### config.mk
export PLATFORM = sky130hd
export DESIGN_NAME = lpt_front_flat
export DESIGN_NICKNAME = d
export VERILOG_FILES = /design/src/rtl/core/lpt_pkg.sv /design/src/rtl/core/lpt_channels.sv /design/src/rtl/core/lpt_front.sv /design/src/flat_wrapper.sv
export SDC_FILE = /design/constraint.sdc
export NUM_CORES = 1
export LEC_CHECK = 0
export ABC_CLOCK_PERIOD_IN_PS = 2300
export BUFFER_PORTS_ARGS = -buffer_cell sky130_fd_sc_hd__buf_2
export CAP_MARGIN = 40
export CORE_MARGIN = 2
export CORE_UTILIZATION = 44
export DETAILED_ROUTE_END_ITERATION = 6
export HOLD_SLACK_MARGIN = 0.12
export PLACE_DENSITY = 0.93
export SYNTH_ARGS = -nofsm -noshare
export SYNTH_HDL_FRONTEND = slang
export SYNTH_SLANG_ARGS = --single-unit
### constraint.sdc
create_clock -name i_clk -period 2.3 [get_ports i_clk]
set_clock_uncertainty 0.05 [all_clocks]
set_input_delay 0.115 -clock i_clk [delete_from_list [all_inputs] [get_ports i_clk]]
set_output_delay 0.115 -clock i_clk [all_outputs]
set_load 0.02 [all_outputs]
### src/rtl/core/lpt_pkg.sv
// ----------------------------------------------------------------------------
// lpt_pkg
// Shared types, codes and helpers of the IPv4 longest prefix table.
// ----------------------------------------------------------------------------
package lpt_pkg;

    localparam int AddrW               = 32;
    localparam int PrefixW             = 6;
    localparam int TableEntriesDefault = 32;
    localparam int QueueDepth          = 2;

    localparam logic [PrefixW-1:0] MaxPrefix = 6'd32;

    // request opcodes, one code for each operation
    typedef enum logic [1:0] {
        OP_LOOKUP = 2'd0,
        OP_ADD    = 2'd1,
        OP_DELETE = 2'd2,
        OP_UNUSED = 2'd3
    } t_op;

    // result status codes
    localparam logic [1:0] StOk   = 2'd0;
    localparam logic [1:0] StMiss = 2'd1;
    localparam logic [1:0] StFull = 2'd2;

    typedef struct packed {
        logic [1:0]         opcode;
        logic [AddrW-1:0]   address;
        logic [PrefixW-1:0] prefix_length;
        logic [AddrW-1:0]   gateway;
    } t_req;

    typedef struct packed {
        logic [1:0]         status;
        logic [AddrW-1:0]   matched_address;
        logic [PrefixW-1:0] matched_prefix;
        logic [AddrW-1:0]   matched_gateway;
        logic               inserted;
    } t_rsp;

    // decoded command between front and back
    typedef struct packed {
        t_op                op;
        logic [AddrW-1:0]   address;
        logic [PrefixW-1:0] prefix;
        logic [AddrW-1:0]   gateway;
    } t_cmd;

    // network mask for a prefix length of 0 to 32
    function automatic logic [AddrW-1:0] prefix_mask(input logic [PrefixW-1:0] plen);
        logic [AddrW-1:0] mask;
        if (plen >= MaxPrefix) begin
            mask = '1;
        end else begin
            mask = ~({AddrW{1'b1}} >> plen);
        end
        return mask;
    endfunction

endpackage

### src/rtl/core/lpt_channels.sv
// ----------------------------------------------------------------------------
// lpt channels
// Valid/ready channel interfaces for requests and results.
// ----------------------------------------------------------------------------
interface lpt_req_if;
    logic          valid;
    logic          ready;
    lpt_pkg::t_req data;

    modport source (output valid, output data, input ready);
    modport sink (input valid, input data, output ready);
endinterface


### src/rtl/core/lpt_front.sv
// ----------------------------------------------------------------------------
// lpt_front
// Accept request transactions, decode the opcode and clamp the prefix length.
// ----------------------------------------------------------------------------
module lpt_front (
    input  logic          i_clk,
    input  logic          i_rst_n,
    lpt_req_if.sink       i_req,
    output logic          o_cmd_valid,
    input  logic          i_cmd_ready,
    output lpt_pkg::t_cmd o_cmd
);
    import lpt_pkg::*;

    logic r_valid;
    t_cmd r_cmd;
    t_cmd w_dec;

    // take a new transaction when the stage is empty or draining
    assign i_req.ready = !r_valid || i_cmd_ready;

    // decode opcode and saturate prefix length; code 3 (OP_UNUSED) is no operation
    always_comb begin
        w_dec.address = i_req.data.address;
        w_dec.gateway = i_req.data.gateway;
        w_dec.prefix  = (i_req.data.prefix_length > MaxPrefix) ? MaxPrefix
                                                               : i_req.data.prefix_length;
        w_dec.op      = t_op'(i_req.data.opcode);
    end

    // hold the decoded command until the queue takes it
    always_ff @(posedge i_clk) begin
        if (!i_rst_n) begin
            r_valid <= 1'b0;
        end else if (i_req.ready) begin
            r_valid <= i_req.valid;
        end
    end

    always_ff @(posedge i_clk) begin
        if (i_req.valid && i_req.ready) begin
            r_cmd <= w_dec;
        end
    end

    assign o_cmd_valid = r_valid;
    assign o_cmd       = r_cmd;

endmodule

### src/flat_wrapper.sv
// flat-port wrapper written by rule: the top's interface ports become plain ports
module lpt_front_flat import lpt_pkg::*;
  (i_clk, i_rst_n, o_cmd_valid, i_cmd_ready, o_cmd, i_req_valid, i_req_data, i_req_ready);
  lpt_req_if i_req_i ();
  input  logic i_clk;
  input  logic i_rst_n;
  output logic o_cmd_valid;
  input  logic i_cmd_ready;
  output lpt_pkg::t_cmd o_cmd;
  input wire logic [$bits(i_req_i.valid)-1:0] i_req_valid;
  input wire logic [$bits(i_req_i.data)-1:0] i_req_data;
  output wire logic [$bits(i_req_i.ready)-1:0] i_req_ready;
  assign i_req_i.valid = i_req_valid;
  assign i_req_i.data = i_req_data;
  assign i_req_ready = i_req_i.ready;
  lpt_front u_core (.i_clk(i_clk), .i_rst_n(i_rst_n), .i_req(i_req_i), .o_cmd_valid(o_cmd_valid), .i_cmd_ready(i_cmd_ready), .o_cmd(o_cmd));
endmodule
-- Word-level counts from Yosys, hierarchy flattened
Cells that the tools add are included.
- output and inout bits: 74
- register bits: 73
- bits of input ports: 76
- logic and storage cells: 9
- $lt $le $gt $ge: 1
- reduce and logical (&&, ||, !) cells: 3
- operator list (kind ; count):
    $gt 6x6->1 const B ; 1
    $logic_and 1x1->1 ; 1
    $logic_not 1->1 ; 1
    $logic_or 1x1->1 ; 1

-- Depth between registers and ports, before layout
- depth after elaboration: 3
- depth in mapped cells: 2
- mapped depth without buffers: 2

-- Least setup slack after synthesis
OpenSTA, ideal clock, no wires.
- kind: reg-to-reg
- from: register u_core.r_valid, in the netlist u_core.o_cmd_valid
- to: register u_core.r_cmd, in the netlist u_core.o_cmd[0], enable pin
- data required time: 1.871 ns
- arrival time: 1.138 ns
- period minus slack after synthesis: 1.568 ns
- path buffers: 0
- setup time: 0.379 ns
- slack: 0.732 ns
- stages on the path, launching flop included: 3
- path through: dfxtp_1 -> nand2b_4 -> and2_4
- word-level cells in the longest chain between the ends: 3
- RTL lines (item ; RTL line ; source):
    start: declaration ; lpt_front.sv:15 ; logic r_valid;
    start signal: assignment ; lpt_front.sv:36 ; r_valid <= i_req.valid;
    $logic_not 1->1 ; lpt_front.sv:20 ; assign i_req.ready = !r_valid || i_cmd_ready;
    $logic_or 1x1->1 ; lpt_front.sv:20 ;
    via i_req_ready ; flat_wrapper.sv:12 ; output wire logic [$bits(i_req_i.ready)-1:0] i_req_ready;
    $logic_and 1x1->1 ; lpt_front.sv:41 ; if (i_req.valid && i_req.ready) begin
    end signal: assignment ; lpt_front.sv:42 ; r_cmd <= w_dec;
    end: declaration ; lpt_front.sv:16 ; t_cmd r_cmd;
The timed path passes the listed nets, and every way through them passes these cells.
A chain may end at the register's enable or synchronous reset.

-- Worst setup path after layout
- from: register u_core.r_valid, in the netlist u_core.o_cmd_valid
- to: register u_core.r_cmd, in the netlist u_core.o_cmd[64], enable pin
- word-level cells in the longest chain between the ends: 3
- RTL lines (item ; RTL line):
    $logic_not 1->1 ; lpt_front.sv:20
    $logic_or 1x1->1 ; lpt_front.sv:20
    $logic_and 1x1->1 ; lpt_front.sv:41
Every way passes these cells.

==> flow_metrics.tcl <==
set metrics [dict create \
    wl_mm 6.65 \
    grt_max_degree 38 \
    grt-busiest-layer "met2" \
    synth_edf_count 72 \
    grt_util_met1_pct 26.4 \
    drc_errors 0 \
    clockRootBuffer "clkbuf_8" \
    p_seq_share_pct 54.2 \
    synth_area_leader_cell "edfxtp_1" \
    setup_viol_count_final 0 \
    netlist_top_cells_count "edfxtp_1 (72), nor2b_1 (5)" \
    numClockSinks 73 \
    avgSynthCellArea_um2 27.2 \
    synth_seq_area_share_pct 96.8 \
    synth_area_leaders "edfxtp_1 (96%), nor2b_1 (1.4%), dfxtp_1 (0.89%), nand2b_4 (0.61%), a21boi_2 (0.50%)" \
    cp_max_fo 37 \
    wl_per_cell_um 17.0 \
    firstDrtPassIters 4 \
    min_to "u_core.o_cmd[1]" \
    drv_slew 0 \
    rows 26 \
    synth-async-reset-ratio_pct 0 \
    worstPathArrival_ns 1.54 \
    cp_slowest_stage_delay_ns 0.46 \
    drv_cap 0 \
    combPwrFrac_pct 13.4 \
    netlist.area_leader.share_pct 95.9 \
    synth.distinct_cells 8 \
    ant_nets 0 \
    final_core_util_pct 80.3 \
    start_kind "register" \
    clock_power_share_pct 32.3 \
    worst_pin_slew_ns 0.476 \
    r2r-end "u_core.o_cmd[64]" \
    cts_buffers 9 \
    reg2reg_slack_ns 0.73 \
    grt_util_met3_pct 10.8 \
    p_int_uw 2240 \
    die_h_um 75.6 \
    grt_pass1_wl_mm 9.36 \
    crit_path_cell_trace "nand2b_4, and2_4, buf_12" \
    path_clk_slew_ns 0.08 \
    min_period_over_period_pct 68.2 \
    drive_above_1_share_pct 51.6 \
    netlist_instances 83 \
    insertion_delay_ns 0.33 \
    die_area_um2 5710 \
    grtUsageMet2_pct 39.3 \
    overflow 0 \
    routabilityCongestion 0.700 \
    p_per_area_nw_per_um2 723 \
    vdd_drop_max_v 0.000511 \
    hp-class "in2reg" \
    worst-path-buf-inv 1 \
    h-tree-depth 3 \
    cp_data_required_time_ns 2.27 \
    syn_to_final_growth_pct 78.5 \
    diodes 0 \
    hold_path_depth 2 \
    io_pins 150 \
    clock.fmax_mhz 637 \
    hp-start "i_req_valid" \
    vias 1748 \
    p_sw_share_pct 23.1 \
    cts.path.max_buffers 2 \
    cts_tree "yes" \
    finalNetCount 393 \
    via_per_inst 4.46 \
    rsz0062_at_grt "no" \
    netlist_area_um2 2250 \
    drt_iter0_drc 60 \
    setup-tns-final_ns 0 \
    period_minus_slack_ns 1.57 \
    ys_ff_latch 73 \
    status "finished, final reports clean" \
    synthFlopType "edfxtp_1" \
    synth_most_common_cell "edfxtp_1" \
    first_global_vias 1872 \
    core_area_um2 5010 \
    syn_nets 159 \
    cts-resized-gates 0 \
    rr_worst_depth 3 \
    slew-limit-headroom_pct 68.3 \
    crit_path_top_delay_cell "and2_4" \
    rr_startpoint "u_core.o_cmd_valid" \
    io_buffers 149 \
    initial_core_util_pct 45.0 \
    antenna_found_initial 0 \
    yosysWarnings 0 \
    end_kind "register" \
    grt_use_total_pct 23.8 \
    cpLargestDelayFamily "simple AND/OR/NAND/NOR gates" \
    p_leak_uw 0.00174 \
    path_class "reg2reg" \
    die_w_um 75.6 \
    power_switching_uw 672 \
    hold_violations 0 \
]
power groups by stage:
stage | Sequential, uW | Combinational (uW) | Clock, uW
after CTS | 1570 | 381 | 935
after floorplan | 1710 | 32.3 | 0
after global placement | 1600 | 275 | 0
after global routing | 1580 | 414 | 1020
after detailed placement | 1600 | 283 | 0
final | 1580 | 391 | 941
layer usage:
metal | routed length (um) | share of wire (%)
met2 | 3490 | 52
met4 | 147 | 2.2
met3 | 636 | 9.6
met5 | 0 | 0
met1 | 2380 | 36
metrics by stage:
step	hold WS, ns	area, um2	power (uW)	std cells	worst slack (ns)
after floorplan	0.164	2250	1740	83	0.732
after global placement	0.241	3100	1870	302	0.816
after detailed placement	0.243	3100	1890	302	0.766
after CTS	0.332	4030	2890	392	0.762
after global routing	0.359	4030	3020	392	0.659
final	0.336	4030	2910	392	0.731
cells by family after synthesis:
kind of cell / count (synthesis) / share of synthesized area (%)
simple gates: 7 / 2.39
compound gates: 1 / 0.499
buf+inv: 2 / 0.333
flops: 73 / 96.8
layout by cell type (no fill, tap or decap), drive strengths merged:
cell type,n
a21boi,1
clkbuf,12
bufinv,1
and2,1
dfxtp,1
clkinv,3
edfxtp,72
nand2b,1
buf,150
nor2b,5
inv,1
dlygate4sd3,74
worst reg2reg max path: stages, from the launching register on:
cell and delay, ns:
dfxtp_1 0.35, nand2b_4 0.09, and2_4 0.46, buf_12 0.29
worst max path at each step:
| stage | cells past startpoint | from | slack (ns) | endpoint |
|---|---|---|---|---|
| 5_1_grt | 3 | u_core.o_cmd_valid | 0.66 | u_core.o_cmd[64] |
| 3_3_place_gp | 3 | u_core.o_cmd_valid | 0.82 | u_core.o_cmd[19] |
| 4_1_cts | 3 | u_core.o_cmd_valid | 0.76 | u_core.o_cmd[45] |
| 2_1_floorplan | 2 | u_core.o_cmd_valid | 0.73 | u_core.o_cmd[0] |
| 3_5_place_dp | 3 | u_core.o_cmd_valid | 0.77 | u_core.o_cmd[46] |
| 6_report | 3 | u_core.o_cmd_valid | 0.73 | u_core.o_cmd[64] |
flip-flops by register name, indices dropped and copies added (netlist names):
signal              cells
u_core.o_cmd           72
u_core.o_cmd_valid      1
area by class of cell:
| type | count | area, um2 |
|---|---|---|
| Sequential cell | 73 | 2180 |
| Clock buffer | 12 | 135 |
| Tap cell | 70 | 87.6 |
| Timing Repair Buffer | 224 | 1510 |
| Clock inverter | 4 | 45.0 |
| Multi-Input combinational cell | 8 | 65.1 |
| Inverter | 1 | 3.75 |
| Fill cell | 293 | 985 |
repair_timing:
item,4_1_cts,5_1_grt
hold buffers,74,0
endpoints found under the hold margin,73,0
buffers inserted,0,0
(Power assumes the default switching activity.)
