===== config.mk =====
export PLATFORM = sky130hd
export DESIGN_NAME = lpt_queue
export DESIGN_NICKNAME = d
export VERILOG_FILES = /design/src/rtl/core/lpt_pkg.sv /design/src/rtl/core/lpt_queue.sv
export SDC_FILE = /design/constraint.sdc
export NUM_CORES = 1
export LEC_CHECK = 0
export ABC_AREA = 1
export BUFFER_PORTS_ARGS = -buffer_cell sky130_fd_sc_hd__buf_2
export CAP_MARGIN = 5
export CORE_ASPECT_RATIO = 1.4
export CORE_MARGIN = 1.5
export CORE_UTILIZATION = 52
export DETAILED_ROUTE_END_ITERATION = 10
export PLACE_DENSITY = 0.79
export SLEW_MARGIN = 15
export SYNTH_ARGS = -nofsm -noshare
export SYNTH_HDL_FRONTEND = slang
export SYNTH_SLANG_ARGS = --single-unit

===== constraint.sdc =====
create_clock -name i_clk -period 5.2 [get_ports i_clk]
set_input_delay 1.04 -clock i_clk [delete_from_list [all_inputs] [get_ports i_clk]]
set_output_delay 1.04 -clock i_clk [all_outputs]
set_load 0.01 [all_outputs]

===== src/rtl/core/lpt_pkg.sv =====
// ----------------------------------------------------------------------------
// lpt_pkg
// Shared types, codes and helpers of the IPv4 longest prefix table.
// ----------------------------------------------------------------------------
package lpt_pkg;

    localparam int AddrW               = 32;
    localparam int PrefixW             = 6;
    localparam int TableEntriesDefault = 32;
    localparam int QueueDepth          = 2;

    localparam logic [PrefixW-1:0] MaxPrefix = 6'd32;

    // request opcodes, one code for each operation
    typedef enum logic [1:0] {
        OP_LOOKUP = 2'd0,
        OP_ADD    = 2'd1,
        OP_DELETE = 2'd2,
        OP_UNUSED = 2'd3
    } t_op;

    // result status codes
    localparam logic [1:0] StOk   = 2'd0;
    localparam logic [1:0] StMiss = 2'd1;
    localparam logic [1:0] StFull = 2'd2;

    typedef struct packed {
        logic [1:0]         opcode;
        logic [AddrW-1:0]   address;
        logic [PrefixW-1:0] prefix_length;
        logic [AddrW-1:0]   gateway;
    } t_req;

    typedef struct packed {
        logic [1:0]         status;
        logic [AddrW-1:0]   matched_address;
        logic [PrefixW-1:0] matched_prefix;
        logic [AddrW-1:0]   matched_gateway;
        logic               inserted;
    } t_rsp;

    // decoded command between front and back
    typedef struct packed {
        t_op                op;
        logic [AddrW-1:0]   address;
        logic [PrefixW-1:0] prefix;
        logic [AddrW-1:0]   gateway;
    } t_cmd;

    // network mask for a prefix length of 0 to 32
    function automatic logic [AddrW-1:0] prefix_mask(input logic [PrefixW-1:0] plen);
        logic [AddrW-1:0] mask;
        if (plen >= MaxPrefix) begin
            mask = '1;
        end else begin
            mask = ~({AddrW{1'b1}} >> plen);
        end
        return mask;
    endfunction

endpackage


===== src/rtl/core/lpt_queue.sv =====
// ----------------------------------------------------------------------------
// lpt_queue
// Short command queue that decouples the front from the table back end.
// ----------------------------------------------------------------------------
module lpt_queue (
    input  logic          i_clk,
    input  logic          i_rst_n,
    input  logic          i_push_valid,
    output logic          o_push_ready,
    input  lpt_pkg::t_cmd i_push_cmd,
    output logic          o_pop_valid,
    input  logic          i_pop_ready,
    output lpt_pkg::t_cmd o_pop_cmd
);
    import lpt_pkg::*;

    localparam int PtrW = (QueueDepth > 1) ? $clog2(QueueDepth) : 1;
    localparam int CntW = $clog2(QueueDepth + 1);

    t_cmd            r_mem [QueueDepth];
    logic [PtrW-1:0] r_wr_ptr;
    logic [PtrW-1:0] r_rd_ptr;
    logic [CntW-1:0] r_count;
    logic            w_push;
    logic            w_pop;

    assign o_push_ready = (r_count != CntW'(QueueDepth));
    assign o_pop_valid  = (r_count != '0);
    assign o_pop_cmd    = r_mem[r_rd_ptr];
    assign w_push       = i_push_valid && o_push_ready;
    assign w_pop        = o_pop_valid && i_pop_ready;

    // write storage
    always_ff @(posedge i_clk) begin
        if (w_push) begin
            r_mem[r_wr_ptr] <= i_push_cmd;
        end
    end

    // advance pointers and count
    always_ff @(posedge i_clk) begin
        if (!i_rst_n) begin
            r_wr_ptr <= '0;
            r_rd_ptr <= '0;
            r_count  <= '0;
        end else begin
            if (w_push) begin
                r_wr_ptr <= (r_wr_ptr == PtrW'(QueueDepth - 1)) ? '0 : r_wr_ptr + 1'b1;
            end
            if (w_pop) begin
                r_rd_ptr <= (r_rd_ptr == PtrW'(QueueDepth - 1)) ? '0 : r_rd_ptr + 1'b1;
            end
            if (w_push && !w_pop) begin
                r_count <= r_count + 1'b1;
            end else if (w_pop && !w_push) begin
                r_count <= r_count - 1'b1;
            end
        end
    end

endmodule


* Yosys cells after proc, flatten, opt, wreduce, memory -nomap -nowiden
Memory sizes are Yosys's and may differ from the RTL's. A register that Yosys moved wholly into a read port is not among the register bits. Index checks and enable logic that the tools add are counted.
Cells by class: add/subtract/negate cells 4, reductions and logical operators 8, muxes and demuxes 8, equality and inequality tests 1
Operator list (number):
- $mux 1 | 6
- $logic_and 1x1->1 | 4
- $mux 2 | 2
- $reduce_bool 2->1 | 2
- $add 1x1->1 const B | 2
- $add 2x1->2 const B | 1
- $logic_not 1->1 | 2
- $ne 2x2->1 const B | 1
- $sub 2x1->2 const B | 1
Word-level totals: bits of input ports 76, memories kept 1, logic and storage cells 25, register bits 4, output and inout bits 74, RAM bits 144
Memory list:
- r_mem | depth 2, width 72, read ports 1, clocked after Yosys merged registers in 1, write ports 1, RTL line lpt_queue.sv:20 | t_cmd r_mem [QueueDepth];

* Depth between registers and ports, before layout
Gate-level depths: netlist of run 1.
depth after elaboration 6, depth in mapped cells 11, mapped depth without buffers 11

* Least setup slack after synthesis of run 1
No wires, ideal clock.
kind input to register, start point input port i_push_valid, end point memory r_mem[0][0] (netlist bit), enable pin, required time 4698 ps, setup slack 560 ps, setup time 502 ps, arrival 4138 ps, stages on the path 2, path buffers 0, cell sequence nand2_1 -> nor2_1
On the way: cells in the longest elaborated chain, start to end 3
RTL lines:
- from (decl) | RTL line lpt_queue.sv:8 | input logic i_push_valid,
- $logic_and 1x1->1 | RTL line lpt_queue.sv:30 | assign w_push = i_push_valid && o_push_ready;
- $mux 1 | RTL line lpt_queue.sv:35 | if (w_push) begin
- $mux 1 (not written as such) | RTL line lpt_queue.sv:36 | r_mem[r_wr_ptr] <= i_push_cmd;
- to (decl) | RTL line lpt_queue.sv:20
Every way passes these cells.

==> flow_metrics.env, run 1 <==
export IMPL_grt_pass1_wl_mm=14.8
export IMPL_worstHoldPathType="flip-flop to flip-flop"
export IMPL_antenna_found_initial=0
export IMPL_whs_ns=0.516
export IMPL_routedWlPerCell_um=17.2
export IMPL_grt_max_degree=54
export IMPL_yosysWarnings=0
export IMPL_first_global_vias=2873
export IMPL_drt_vias_per_instance=4.87
export IMPL_gp_congestion=0.730
export IMPL_clock_latency_ns=0.41
export IMPL_max_cap_violations=0
export IMPL_crit_path_cell_trace="buf_4, mux2_4, buf_2"
export IMPL_rows=45
export IMPL_ctsRootBufferMaster="clkbuf_16"
export IMPL_cts_setup_buffers=0
export IMPL_vias=2813
export IMPL_dpl_hpwl_mm=6.72
export IMPL_path_delay_family="flip-flops"
export IMPL_start_kind="flip-flop"
export IMPL_die_h_um=128
export IMPL_io_buffers=149
export IMPL_cp_required_ns=4.16
export IMPL_instances_no_fill=578
export IMPL_timing_final_crit_share_pct=65.1
export IMPL_drtIter0Drc=209
export IMPL_cts_resized=0
export IMPL_synth_seq_cells=149
export IMPL_cts_tree="built"
export IMPL_drc=0
export IMPL_final_layout_size_suffix_gt1_share_pct=59.0
export IMPL_diodes=0
export IMPL_cts_buffers=17
export IMPL_yosys_cell_types_count=15
export IMPL_first_pass_iters=4
export IMPL_ys_seq_area_share_pct=76.4
export IMPL_synth_cells=261
export IMPL_cts_buffer_depth=2
export IMPL_ioPinCount=150
export IMPL_place_inst=546
export IMPL_clk_pin_slew_ns=0.06
export IMPL_rsz0062_at_grt="false"
export IMPL_syn_to_final_growth_pct=24.8
export IMPL_cp_num_buf_inv=2
export IMPL_worst_pin_slew_ns=0.977
export IMPL_syn_area_per_cell_um2=22.2
export IMPL_die_area_um2=11800
export IMPL_max_freq_mhz=295
export IMPL_critical_path_class="flip-flop to output port"
export IMPL_clock_sinks=149
export IMPL_grt_usage_pct=17.7
export IMPL_h_tree_depth=4
export IMPL_leakagePower_nw=2.88
export IMPL_post_route_util_pct=66.5
export IMPL_critPathArrivalTime_ns=2.35
export IMPL_syn_num_nets=338
export IMPL_ir_worst_vdd_uv=355
export IMPL_design_core_area_um2=10900
export IMPL_cp_max_fo=53
export IMPL_hold_viol_final=0
export IMPL_ctsHoldBuffers=0
export IMPL_start_util_pct=53.3
export IMPL_slew_headroom_pct=34.9
export IMPL_finClkSkew_ns=0.00677
export IMPL_slowest_delay_ns=0.97
export IMPL_die_w_um=92.2
export IMPL_status="finished clean"
export IMPL_maxSlewViolCount=0
export IMPL_crit_slowest_cell="dfxtp_4"
export IMPL_ant_nets=0
export IMPL_power_density_nw_per_um2=507
export IMPL_setup_viol=0
export IMPL_netlist_area_um2=5790
export IMPL_setup_tns_ns=0
export IMPL_end_kind="output port"
export IMPL_drt_total_wl_mm=9.93
export IMPL_fin_crit_ns=3.39
export IMPL_grt_ovfl_total=0
export IMPL_nNetsFinal=501
layout by cell type, fill, tap and decap left out:
cell,count
a21oi_1,1
dfxtp_4,1
nand2_1,9
o21a_1,1
edfxtp_1,144
mux2_2,2
buf_2,149
clkbuf_16,17
clkinv_4,1
dfxtp_1,4
nor2_4,2
buf_4,3
inv_1,8
clkinvlp_4,5
ha_1,1
o21ai_0,2
nand3_1,1
mux2_4,70
nor2_1,6
clkbuf_1,1
nand4_1,1
clkinv_2,3
bufinv_16,4
clkbuf_8,1
worst register-to-register path, delay by kind of cell (launching register included):
| kind | cells | cell delay (ns) |
|---|---|---|
| simple gates | 3 | 0.97 |
| flops | 1 | 0.36 |
| buf+inv | 2 | 0.73 |
sequential cells by signal, summed over array words and instances, names as in the netlist, named ones only:
| name | count |
|---|---|
| r_wr_ptr | 1 |
| r_rd_ptr | 1 |
| r_count | 2 |
| r_mem | 144 |
stage by stage:
step | cell area [um2] | setup WS [ns] | power, W
2_1_floorplan | 5790 | 0.560 | 0.00223
3_3_place_gp | 6600 | 2.20 | 0.00241
3_5_place_dp | 6600 | 2.12 | 0.00245
4_1_cts | 7230 | 1.73 | 0.00370
5_1_grt | 7230 | 1.67 | 0.00382
6_report | 7230 | 1.81 | 0.00366
final cells by class:
cell class | count | area (um2)
clock buffers | 19 | 443
well taps | 141 | 176
clock inverters | 13 | 181
inverters | 8 | 30.0
repair buffers | 152 | 768
fillers | 751 | 3640
flip-flops and latches | 149 | 4430
multi-input cells | 96 | 1200
synth_stat cells:
| cell type | number | area, um2 |
|---|---|---|
| a21oi_1 | 1 | 5.00 |
| buf_12 | 7 | 140 |
| buf_6 | 1 | 11.3 |
| dfxtp_1 | 5 | 100 |
| edfxtp_1 | 144 | 4320 |
| ha_1 | 1 | 12.5 |
| inv_1 | 8 | 30.0 |
| mux2_2 | 2 | 22.5 |
| mux2_4 | 70 | 1050 |
| nand2_1 | 9 | 33.8 |
| nand3_1 | 1 | 5.00 |
| nand4_1 | 1 | 6.26 |
| nor2_1 | 8 | 30.0 |
| o21a_1 | 1 | 7.51 |
| o21ai_0 | 2 | 10.0 |
power by group:
group / switching (W) / internal [W] / total [W]
clock: 0.000444 / 0.000812 / 0.00126
sequential: 0.000110 / 0.00152 / 0.00163
combinational: 0.000360 / 0.000416 / 0.000775
per-layer routing:
metal / GRT usage (%) / share of wire (%) / vias up
li1: - / - / 1338
met5: 0 / 0 / -
met2: 31.0 / 56 / 104
met3: 5.04 / 4.9 / 20
met1: 18.9 / 36 / 1351
met4: 9.95 / 3.1 / 0
kinds of logic (layout without fill, tap and decap cells):
group | Yosys count | after routing | synth area share (%)
buffers and inverters | 16 | 192 | 3.13
muxes | 72 | 72 | 18.5
AOI/OAI and AO/OA | 4 | 4 | 0.389
adders and majority gates | 1 | 1 | 0.216
and+or+nand+nor | 19 | 19 | 1.30
DFF | 149 | 149 | 76.4
worst paths after layout:
kind / start / end / slack (ns) / depth (start not counted)
setup / recovery: flip-flop / o_pop_cmd[4] / 1.81 / 3
hold / removal: r_rd_ptr / flip-flop / 0.52 / 2
setup reg to reg: r_count[0] / r_mem[0][28] / 2.75 / 5
hold reg to reg: r_rd_ptr / flip-flop / 0.52 / 2
Note: power is estimated with default switching activity, not from simulation.
==> run 2, diff against run 1 <==
--- a/config.mk
+++ b/config.mk
@@ -5,14 +5,14 @@
 export SDC_FILE = /design/constraint.sdc
 export NUM_CORES = 1
 export LEC_CHECK = 0
-export ABC_AREA = 1
+export ABC_AREA = 0
 export BUFFER_PORTS_ARGS = -buffer_cell sky130_fd_sc_hd__buf_2
 export CAP_MARGIN = 5
 export CORE_ASPECT_RATIO = 1.4
 export CORE_MARGIN = 1.5
-export CORE_UTILIZATION = 52
+export CORE_UTILIZATION = 47
 export DETAILED_ROUTE_END_ITERATION = 10
-export PLACE_DENSITY = 0.79
+export PLACE_DENSITY = 0.76
 export SLEW_MARGIN = 15
 export SYNTH_ARGS = -nofsm -noshare
 export SYNTH_HDL_FRONTEND = slang
==> constraint.sdc (replaced) <==
create_clock -name i_clk -period 3.1 [get_ports i_clk]
set_input_delay 0.62 -clock i_clk [delete_from_list [all_inputs] [get_ports i_clk]]
set_output_delay 0.62 -clock i_clk [all_outputs]
set_load 0.01 [all_outputs]
==> run 2 against run 1 <==
Count of clock-buffer cells in the layout up 4. Largest cell class unchanged. Global-route usage down 2.1 points. Flip-flop and latch count unchanged. Die area up 3.7%. Register-to-register slack worse by 1.5 ns.
==> flow_metrics.env, run 2 <==
export IMPL_rsz0062_at_grt="false"
export IMPL_grt_max_degree=40
export IMPL_cts_setup_buffers=0
export IMPL_cts_buffer_depth=2
export IMPL_regMostFlops="r_mem"
export IMPL_slowest_delay_ns=0.65
export IMPL_netlist_area_um2=5430
export IMPL_cp_required_ns=2.48
export IMPL_clock_sinks=149
export IMPL_ys_flop_type="edfxtp_1"
export IMPL_final_cell_mix="buf_2 (149), edfxtp_1 (144), mux2_2 (72)"
export IMPL_syn_area_per_cell_um2=21.9
export IMPL_grt_usage_pct=15.6
export IMPL_yosysWarnings=0
export IMPL_ys_seq_area_share_pct=81.5
export IMPL_crit_end="o_pop_cmd[43]"
export IMPL_fin_crit_ns=2.49
export IMPL_syn_num_nets=325
export IMPL_grt_ovfl_total=0
export IMPL_first_global_vias=2853
export IMPL_grt_pass1_wl_mm=13.9
export IMPL_async_flop_share_pct=0
export IMPL_synth_top_area_cell="edfxtp_1"
export IMPL_synth_xor_area_share_pct=0.484
export IMPL_critical_path_class="flip-flop to output port"
export IMPL_ir_worst_vdd_uv=454
export IMPL_multi_input_area_um2=955
export IMPL_die_area_um2=12200
export IMPL_max_cap_violations=0
export IMPL_ctsRootBufferMaster="clkbuf_16"
export IMPL_antenna_found_initial=3
export IMPL_h_tree_depth=4
export IMPL_nNetsFinal=489
export IMPL_drt_vias_per_instance=4.90
export IMPL_drtIter0Drc=93
export IMPL_leakagePower_nw=2.63
export IMPL_synth_top_area_share_pct=79.6
export IMPL_reg_top3="r_mem x144, r_count x2"
export IMPL_slew_headroom_pct=57.2
export IMPL_drt_total_wl_mm=9.19
export IMPL_ctsHoldBuffers=0
export IMPL_critPathArrivalTime_ns=1.87
export IMPL_end_kind="output port"
export IMPL_crit_path_cell_trace="buf_12, mux2_2, buf_2"
export IMPL_power_density_nw_per_um2=857
export IMPL_io_buffers=149
export IMPL_rows=46
export IMPL_die_w_um=93.8
export IMPL_cts_tree="built"
export IMPL_setup_viol=0
export IMPL_syn_to_final_growth_pct=29.0
export IMPL_start_kind="flip-flop"
export IMPL_worstHoldPathType="input port to flip-flop"
export IMPL_netlist_top_cells_count="edfxtp_1 (144), mux2_2 (72), buf_4 (5), dfxtp_1 (5), and2_1 (4)"
export IMPL_first_pass_iters=4
export IMPL_drc=0
export IMPL_final_common_cell="buf_2"
export IMPL_max_freq_mhz=401
export IMPL_synth_top_family_by_area="multiplexers"
export IMPL_cp_max_fo=39
export IMPL_synthTopCellsByArea="edfxtp_1 (80%), mux2_2 (15%), dfxtp_1 (1.8%), buf_4 (0.69%), and2_1 (0.46%)"
export IMPL_yosys_cell_types_count=20
export IMPL_die_h_um=130
export IMPL_seqCellArea_um2=4430
export IMPL_muxShareOfSynthArea_pct=14.9
export IMPL_gp_congestion=0.688
export IMPL_ioPinCount=150
export IMPL_synth_cells=248
export IMPL_synth_simple_area_share_pct=1.20
export IMPL_clk_pin_slew_ns=0.06
export IMPL_crit_slowest_cell="dfxtp_4"
export IMPL_status="finished clean"
export IMPL_post_synth_top_count_cell="edfxtp_1"
export IMPL_dpl_hpwl_mm=6.09
export IMPL_ant_nets=0
export IMPL_reg2reg_depth=4
export IMPL_routedWlPerCell_um=16.1
export IMPL_timing_final_crit_share_pct=80.5
export IMPL_clock_latency_ns=0.40
export IMPL_design_core_area_um2=11300
export IMPL_setup_tns_ns=0
export IMPL_finClkSkew_ns=0.00510
export IMPL_yosys_area_share_adder_pct=0.230
export IMPL_synth_compound_area_share_pct=0.645
export IMPL_final_layout_size_suffix_gt1_share_pct=60.9
export IMPL_largest_register_ffs=144
export IMPL_reg2reg_from="r_count[0]"
export IMPL_start_util_pct=48.1
export IMPL_worst_pin_slew_ns=0.641
export IMPL_synth_seq_cells=149
export IMPL_cts_resized=0
export IMPL_vias=2800
export IMPL_maxSlewViolCount=0
export IMPL_n_fill_cell=870
export IMPL_synth_edf_count=144
export IMPL_hold_viol_final=0
export IMPL_whs_ns=0.408
export IMPL_r2r_slack_ns=1.21
export IMPL_regToRegEndpoint="r_mem[0][55]"
export IMPL_cts_buffers=17
run 2: cell count changes after synthesis, moves of 2 or more:
cell	change
and2_1	+4
buf_12	-7
buf_2	+3
buf_4	+5
inv_1	-7
mux2_2	+70
mux2_4	-70
nand2_1	-9
nor2_1	-8
xnor2_1	+2
run 2: layout make-up:
class	count	share of cell area [%]
sequential	149	63.2
multi-input combinational	90	13.6
timing repair buffer	153	11.6
clock buffer	23	6.68
tap	144	2.57
clock inverter	9	2.16
antenna	2	0.0715
inverter	1	0.0536
run 2: power breakdown:
part           leakage [nW]  total [W]  switching (W)  internal [W]
Combinational         0.939    0.00126       0.000622      0.000637
Clock                 0.302    0.00210       0.000709       0.00139
Sequential             1.39    0.00265       0.000129       0.00252
run 2: per-stage QoR:
step / utilization (%) / cell area [um2] / setup slack (ns) / total power, W / instances
final: 62.1 / 7000 / 0.605 / 0.00601 / 571
after global routing: 62.0 / 7000 / 0.491 / 0.00627 / 569
after CTS: 62.0 / 7000 / 0.551 / 0.00608 / 569
after detailed placement: 56.6 / 6380 / 0.991 / 0.00397 / 537
after global placement: 56.6 / 6380 / 0.996 / 0.00393 / 537
after floorplan: - / 5430 / 0.307 / 0.00348 / 248
run 2: how the worst min path moves through the flow:
stage / end / slack, ns / from / cells past startpoint
5_1_grt: r_mem[1][69] / 0.38 / i_push_cmd[69] / 1
6_report: r_mem[1][69] / 0.41 / i_push_cmd[69] / 1
3_3_place_gp: r_count[1] / 0.53 / r_count[1] / 2
2_1_floorplan: r_count[1] / 0.51 / r_count[1] / 2
4_1_cts: r_mem[0][28] / 0.39 / i_push_cmd[28] / 1
3_5_place_dp: flip-flop / 0.57 / r_rd_ptr / 2
run 2: kinds of logic after synthesis:
kind of cell             Yosys count
flip-flops                       149
multiplexers                      72
buffers and inverters              9
AND/OR/NAND/NOR                    9
AO/OA/AOI/OAI                      5
XOR/XNOR                           3
adder cells (fa/ha/maj)            1
run 2: critical path, delay by kind of cell, from the launching register on:
family,cells,cell delay [ns]
mux,1,0.38
flops,1,0.65
buf+inv,2,0.42
run 2: metal layers:
layer  up-vias  track usage, %  routed length (um)
li1       1319               -                   -
met1      1371            16.3                3460
met2        93            27.4                4940
met3        15            6.64                 638
met4         2            6.41                 134
met5         -               0                  13
